## src/hdl/quadratic_probe_hash_set_defines.svh

```systemverilog
// Assertion macros shared by the hash set RTL.
// Each macro expects clk and arst_n in the scope of its use.
`ifndef QUADRATIC_PROBE_HASH_SET_DEFINES_SVH
`define QUADRATIC_PROBE_HASH_SET_DEFINES_SVH

`ifndef SYNTH

// Same-cycle implication, sampled on the rising clock edge.
`define QPHS_ASSERT_IMPL(lbl, ante, cons, msg) \
	lbl: assert property (@(posedge clk) disable iff (!arst_n) (ante) |-> (cons)) \
		else $error(msg);

// Next-cycle implication, sampled on the rising clock edge.
`define QPHS_ASSERT_NEXT(lbl, ante, cons, msg) \
	lbl: assert property (@(posedge clk) disable iff (!arst_n) (ante) |=> (cons)) \
		else $error(msg);

`else

`define QPHS_ASSERT_IMPL(lbl, ante, cons, msg)
`define QPHS_ASSERT_NEXT(lbl, ante, cons, msg)

`endif

`endif

```

## src/hdl/qphs_pkg.sv

```systemverilog
package qphs_pkg;

	localparam int KEY_W    = 32;
	localparam int KIND_W   = 2;
	localparam int SLOT_W   = 10;
	localparam int COUNT_W  = 11;
	localparam int CFG_W    = 11;

	localparam int DEF_TABLE_DEPTH = 1024;
	localparam int DEF_MAX_PROBES  = 16;

	localparam logic [CFG_W-1:0] CFG_RESET = CFG_W'(1024);

	// Remainder unit: two quotient bits per cycle
	localparam int DIV_BITS  = 2;
	localparam int DIV_ITERS = KEY_W / DIV_BITS;
	localparam int DIV_CW    = $clog2(DIV_ITERS);

	typedef enum logic [KIND_W-1:0] {
		KIND_INSERT = 2'd0,
		KIND_DELETE = 2'd1,
		KIND_FIND   = 2'd2
	} kind_t;

	typedef enum logic [2:0] {
		ST_CLEAR,
		ST_IDLE,
		ST_DIV,
		ST_READ,
		ST_CHECK,
		ST_RESULT
	} step_t;

	typedef enum logic [2:0] {
		ACT_NONE,
		ACT_CLEAR,
		ACT_ACCEPT,
		ACT_PROBE_INIT,
		ACT_READ,
		ACT_CHECK
	} act_t;

	typedef enum logic [2:0] {
		COND_ALWAYS,
		COND_CLEAR_END,
		COND_START,
		COND_DIV_DONE,
		COND_PROBE_END
	} cond_t;

	typedef struct packed {
		logic  busy;
		logic  strobe;
		act_t  act;
		cond_t cond;
		step_t on_true;
		step_t on_false;
	} ucode_t;

	// Control store: one word per step
	function automatic ucode_t ucode_rom(input step_t s);
		ucode_t w;
		case (s)
			ST_CLEAR:  w = '{1'b1, 1'b0, ACT_CLEAR,      COND_CLEAR_END, ST_IDLE,   ST_CLEAR};
			ST_IDLE:   w = '{1'b0, 1'b0, ACT_ACCEPT,     COND_START,     ST_DIV,    ST_IDLE};
			ST_DIV:    w = '{1'b1, 1'b0, ACT_PROBE_INIT, COND_DIV_DONE,  ST_READ,   ST_DIV};
			ST_READ:   w = '{1'b1, 1'b0, ACT_READ,       COND_ALWAYS,    ST_CHECK,  ST_CHECK};
			ST_CHECK:  w = '{1'b1, 1'b0, ACT_CHECK,      COND_PROBE_END, ST_RESULT, ST_READ};
			ST_RESULT: w = '{1'b1, 1'b1, ACT_NONE,       COND_ALWAYS,    ST_IDLE,   ST_IDLE};
			default:   w = '{1'b1, 1'b0, ACT_NONE,       COND_ALWAYS,    ST_IDLE,   ST_IDLE};
		endcase
		return w;
	endfunction

endpackage

```

## src/hdl/qphs_mod.sv

```systemverilog
// Remainder of a key by the bucket count, restoring, two bits per cycle.
module qphs_mod import qphs_pkg::*; #(
	parameter int NW = 11
) (
	input  logic          clk,
	input  logic          arst_n,
	input  logic          start,
	input  logic [KEY_W-1:0] dividend,
	input  logic [NW-1:0] divisor,
	output logic          done,
	output logic [NW-1:0] rem
);

	logic              run_q;
	logic              done_q;
	logic [DIV_CW-1:0] cnt_q;
	logic [KEY_W-1:0]  q_q;
	logic [NW-1:0]     r_q;
	logic [NW-1:0]     d_q;
	logic [NW:0]       r_w;
	logic [KEY_W-1:0]  q_w;

	always_comb begin
		r_w = {1'b0, r_q};
		q_w = q_q;
		for (int j = 0; j < DIV_BITS; j++) begin
			r_w = {r_w[NW-1:0], q_w[KEY_W-1]};
			q_w = {q_w[KEY_W-2:0], 1'b0};
			if (r_w >= {1'b0, d_q}) begin
				r_w = r_w - {1'b0, d_q};
			end
		end
	end

	always_ff @(posedge clk or negedge arst_n) begin
		if (!arst_n) begin
			run_q  <= 1'b0;
			done_q <= 1'b0;
			cnt_q  <= '0;
		end else begin
			done_q <= 1'b0;
			if (start) begin
				run_q <= 1'b1;
				cnt_q <= '0;
			end else if (run_q) begin
				cnt_q <= cnt_q + DIV_CW'(1);
				if (cnt_q == DIV_CW'(DIV_ITERS - 1)) begin
					run_q  <= 1'b0;
					done_q <= 1'b1;
				end
			end
		end
	end

	always_ff @(posedge clk) begin
		if (start) begin
			q_q <= dividend;
			r_q <= '0;
			d_q <= divisor;
		end else if (run_q) begin
			q_q <= q_w;
			r_q <= r_w[NW-1:0];
		end
	end

	assign done = done_q;
	assign rem  = r_q;

endmodule

```

## config.mk

```make
export PLATFORM = sky130hd
export DESIGN_NAME = qphs_mod
export DESIGN_NICKNAME = d
export VERILOG_FILES = /design/src/hdl/quadratic_probe_hash_set_defines.svh /design/src/hdl/qphs_pkg.sv /design/src/hdl/qphs_mod.sv
export SDC_FILE = /design/constraint.sdc
export NUM_CORES = 1
export LEC_CHECK = 0
export ABC_CLOCK_PERIOD_IN_PS = 4140
export BUFFER_PORTS_ARGS = -buffer_cell sky130_fd_sc_hd__clkbuf_2
export CAP_MARGIN = 15
export CORE_ASPECT_RATIO = 1.2
export CORE_MARGIN = 5
export CORE_UTILIZATION = 35
export DETAILED_ROUTE_END_ITERATION = 16
export PLACE_DENSITY = 0.65
export RECOVER_POWER = 25
export SYNTH_ARGS = -nofsm -noshare
export SYNTH_HDL_FRONTEND = slang
export SYNTH_SLANG_ARGS = --single-unit
```

## constraint.sdc

```tcl
create_clock -name clk -period 4.14 [get_ports clk]
set_input_delay 0.828 -clock clk [delete_from_list [all_inputs] [get_ports clk]]
set_output_delay 0.828 -clock clk [all_outputs]
set_load 0.05 [all_outputs]
```

# Word level (Yosys, flattened, before mapping)
# Cells that the tools add are included.
# W data, S select, Z words.
# word_totals
memories	0
latchBits	0
word_cells	25
romBits	0
mem_bits_rw	0
input_bits	46
output_inout_bits	12
register_bits	60
# classes
div_mod_pow	0
addsub	3
n_eq_ne	1
n_shift	0
mul	0
bitwise_logic	0
reduce_logical	1
mux	12
magnitude_cmp	2
# op_table
operator	n
$mux W32	2
$ge A12 B11 Y1	2
$mux W11	2
$sub A11 B11 Y11	2
$mux W4	2
$mux W1	6
$add A4 B1 Y4 const B	1
$eq A4 B4 Y1 const B	1
$reduce_bool A2 Y1	1

# Depth between registers and ports, before layout
# depth
ltp_word	4
ltp_mapped	19
mapped_depth_nobuf	17

# Worst setup path after synthesis
# Ideal clock, no wire load.
# synth_path
kind	register -> register
startpoint	register r_q[1] (netlist: rem[1])
endpoint	register r_q[1] (netlist: rem[1])
path_buffers	0
arrival_time_ns	4.183
stages_incl_launch_ff	16
path_slack_ns	-0.138
synth_period_minus_slack_ns	4.278
setup_time_ns	0.095
required_time_ns	4.045
path_cell_list	dfxtp_1 > ha_1 > nor2b_4 > o31a_1 > o21a_1 > o21ai_1 > mux2i_1 > inv_1 > fa_1 > nand2b_1 > a21oi_1 > o21ai_0 > a32o_1 > o221a_4 > or4b_1 > o311ai_1
# synth_via
elab_chain_len	4
elab_cells_between_ends	6
classes_between	add/sub (2); order compare (2); mux (2)
# synth_lines
item	line	text
from (decl)	qphs_mod.sv:18	logic [NW-1:0] r_q;
from (signal assigned)	qphs_mod.sv:62	r_q <= r_w[NW-1:0];
$ge A12 B11 Y1 / $sub A11 B11 Y11 (equally long branches)	qphs_mod.sv:29, qphs_mod.sv:30	
$mux W11 (*)	qphs_mod.sv:29	if (r_w >= {1'b0, d_q}) begin
$sub A11 B11 Y11 / $ge A12 B11 Y1 (equally long branches)	qphs_mod.sv:30, qphs_mod.sv:29	
$mux W11 (*)	qphs_mod.sv:29	
# Mark *: on every way between the ends. The rest lies on a longest branch, timed or not.
# A chain may end at the register's enable or synchronous reset.

# Worst setup path in the final report
# layout_path
startpoint	register q_q[31]
endpoint	register r_q[0] (netlist: rem[0])
# layout_via
elab_chain_len	4
elab_cells_between_ends	5
classes_between	add/sub (1); order compare (2); mux (2)
# layout_lines
item	line	text
from (decl)	qphs_mod.sv:17	logic [KEY_W-1:0] q_q;
from (signal assigned)	qphs_mod.sv:57	q_q <= dividend;
from (signal assigned)	qphs_mod.sv:61	q_q <= q_w;
$sub A11 B11 Y11 / $ge A12 B11 Y1 (equally long branches)	qphs_mod.sv:30, qphs_mod.sv:29	
$mux W11 (*)	qphs_mod.sv:29	
$ge A12 B11 Y1 (*)	qphs_mod.sv:29	
$mux W11 (*)	qphs_mod.sv:29	
# Marked as above.

==> summary.txt <==
STA
  • Tightest Pin Transition: slightly below 0.8 ns
  • Max-slew headroom: 0.474
  • Final period util: 0.963
  • Final setup vio count: 0
  • Max-slew violation count: 0
  • Clock Skews: ~0.0094 ns
  • Fin crit period: 3.99 ns
  • Setup TNS Final: 0 ns
  • Final Worst Setup Slack: 0.153 ns
  • WHS: ~0.36 ns
  • FMAX: 251 MHz
  • Hold Violations, Final: 0

Power
  • Int Power: approximately 2.0 mW
  • Sequential power share: 0.244
  • LEAKAGE: approximately 2.0 nW
  • Combinational share of power: 0.547
  • Sw frac: 0.404
  • Total Power: 3.33 mW
  • Clk pwr share: 0.209
  • Psw: 1.34 mW
  • VDD IR max: 276 µV
  • Pwr Density: 731 nW/µm²

Logic synthesis
  • Ys Warns: 0
  • Synthesized cell area: between 3000 and 4000 µm²
  • Commonest cells post-synth: edfxtp_1, mux2_2, nor2_1
  • Post-synthesis adder-cell area fraction: 0.0924
  • Synth cell types: 56
  • #FFs+latches synth: 60
  • Ys flop type: edfxtp_1
  • Synth top area share: 0.353
  • Post-synthesis mux area share: 0.133
  • Post-Synthesis Net Count: about 400
  • Asr flop ratio synth: 0.100
  • Synth top area cells: edfxtp_1, mux2_2, ha_1
  • Main combinational cell family by area after synthesis: compound AO/OA/AOI/OAI gates
  • Post-synthesis sequential area ratio: 0.454
  • Synth area leader: edfxtp_1
  • Xor-xnor portion of the synthesized cell area: 0.0335
  • Most frequent cell after synthesis: edfxtp_1
  • Mean Syn Cell Area: between 10 and 15 µm²
  • Synth Area in Simple Gates: 0.103
  • Mapped Cells: 327
  • Compound-Gate Fraction of Synth Area: 0.146
  • EDFF count, synth: 43

Place
  • Post-Place Cell Area: 4190 µm²
  • Port bufs: 57
  • Pre-CTS WS: -0.0259 ns
  • Inst Count DP: 518
  • Hpwl dp: 6770 µm
  • Placer Congestion: slightly below 0.9

Critical path
  • Cell mode on critical path: inv_1
  • Crit Path Class: flip-flop to flip-flop
  • Endpoint class of the critical path: flip-flop
  • CP startpoint kind: flip-flop
  • Crit path max-delay cell type: fa_1
  • Worst EP arrival: 4.21 ns
  • CP Cell Sequence: inv_1 -> ha_2 -> fa_2 -> nor2b_4 -> o31a_1 -> o21a_2 -> o21ai_4 -> mux2i_1 -> inv_1 -> fa_1 -> nand2b_4 -> a21oi_2 -> o21ai_1 -> a32o_1 -> o221a_4 -> buf_4 -> or2_0 -> a311oi_1
  • Worst-path maximum fanout: 10
  • Flop2flop setup slack: 0.15 ns
  • CP delay by family, top: compound AO/OA/AOI/OAI gates
  • Req. time, crit path: 4.37 ns
  • Buffers plus inverters on the worst setup path: 3
  • Slowest stage delay, CP: 0.44 ns

Route
  • Via-to-Cell Ratio: 5.24
  • DRT iter0 DRCs: 94
  • DRC violations left: 0
  • Vias: 2821
  • Total Routed Length: 8840 µm
  • Routed len/inst: ~16 µm
  • Antenna viol nets, final: 0
  • TritonRoute pass-1 iters: 4

Clock network
  • Clk sinks: 60
  • CTS tree: done
  • H-tree depth: 3
  • Clk_lat worst skew: 0.33 ns
  • CTS max path bufs: 2
  • Reg clk slew, reported paths: 0.06 ns
  • Clk root buf: clkbuf_16
  • CTS buffer count: 9

Global routing
  • Number of global-route vias before repair: roughly 2900
  • Global-route met2 utilization: 0.249
  • Met3 Usage GRT: 0.0378
  • M1 GR Usage: 0.159
  • GRT overflow: 0
  • Gr usage total: 0.146
  • Antenna violations before repair: 0
  • First-pass GRT wire length: 14000 µm
  • GR peak layer: met2
  • Pin count of the biggest net entering global routing: 36

Job
  • Max_cap viols: 0

Layout
  • Number of diodes: 0
  • P&R area growth vs syn: 24.4%
  • Multi-input gate area: 1910 µm²
  • Storage cell area: 1670 µm²
  • Layout Nets: 475
  • Share of layout cells above drive strength 1: 0.367
  • Finished Layout Cells: approximately 540
  • Final core utilization: 0.439
  • Fillers: 994
  • Final instance area: about 4500 µm²

Floorplanning
  • Core area: 10400 µm²
  • Die ar.: 12600 µm²
  • Core Rows: a little over 40
  • Die height: 122 µm
  • I/O pins: 58
  • DIE WIDTH: slightly above 100 µm
  • Initial Util: 0.353

Hold path
  • Min-Delay Path Class: input pin to async pin

Status
  • Status: finished clean
## logic make-up after synthesis
kind of cell,after synthesis
and+or+nand+nor,75
AOI/OAI and AO/OA,74
DFF,60
muxes,44
buffers and inverters,34
adders and majority gates,26
xor gates and xnor gates,14
## cell usage in the layout (no fill, tap or decap), drive strengths merged, types with 3 or more instances in the layout
cell type	instances
dfxtp	11
nand3	5
o21ai	13
or2	5
inv	23
o31a	3
clkinv	5
mux2i	10
ha	23
nand2b	3
nor3	5
nor2	26
nor2b	4
dfrtp	6
and2	3
o31ai	3
a211oi	8
nand2	13
a311oi	3
nand4	4
o21a	8
mux2	34
a21o	5
a21oi	13
or3	3
buf	20
clkbuf	67
xnor2	7
edfxtp	43
xor2	7
## metal layers
layer  routed length, µm  up-vias  part of all wire
met4                 352        0             0.040
met1                3530     1334              0.40
met5                   0        -                 0
li1                    -     1386                 -
met2                4500       76              0.51
met3                 451       25             0.051
## sequential cells by signal (all words and copies together) (netlist names)
signal and flops:
q_q 32, done 1, run_q 1, d_q 11
rem 11, cnt_q 4
## worst paths after layout
kind,startpoint,end,cells past startpoint
worst max-delay path,q_q[31],rem[0],18
worst max register to register,q_q[31],rem[0],18
worst min-delay path,arst_n,done,1
max in group asynchronous,arst_n,cnt_q[1],1
worst min register to register,rem[2],rem[2],2
min in group clk,rem[2],rem[2],2
## power groups by stage
stage / combinational, mW / sequential (mW) / clock, mW
3_3_place_gp: 1.67 / 0.823 / 0
2_1_floorplan: 1.11 / 0.956 / 0
3_5_place_dp: 1.71 / 0.825 / 0
5_1_grt: 1.97 / 0.821 / 0.748
6_report: 1.82 / 0.812 / 0.695
4_1_cts: 1.72 / 0.813 / 0.714
## area by class of cell
class,instances,area share
timing repair buffer,78,0.0985
clock buffer,9,0.0495
tap,129,0.0355
multi-input combinational,233,0.420
inverter,22,0.0182
sequential,60,0.367
clock inverter,7,0.0116
## timing repair
action / CTS / global route
buffers inserted: 0 / 4
resized for setup: 1 / 15
endpoints found under the setup margin: 3 / 11
hold buffers: 0 / 0
pin swaps: 0 / 3
Note: power is estimated with default switching activity, not from simulation.
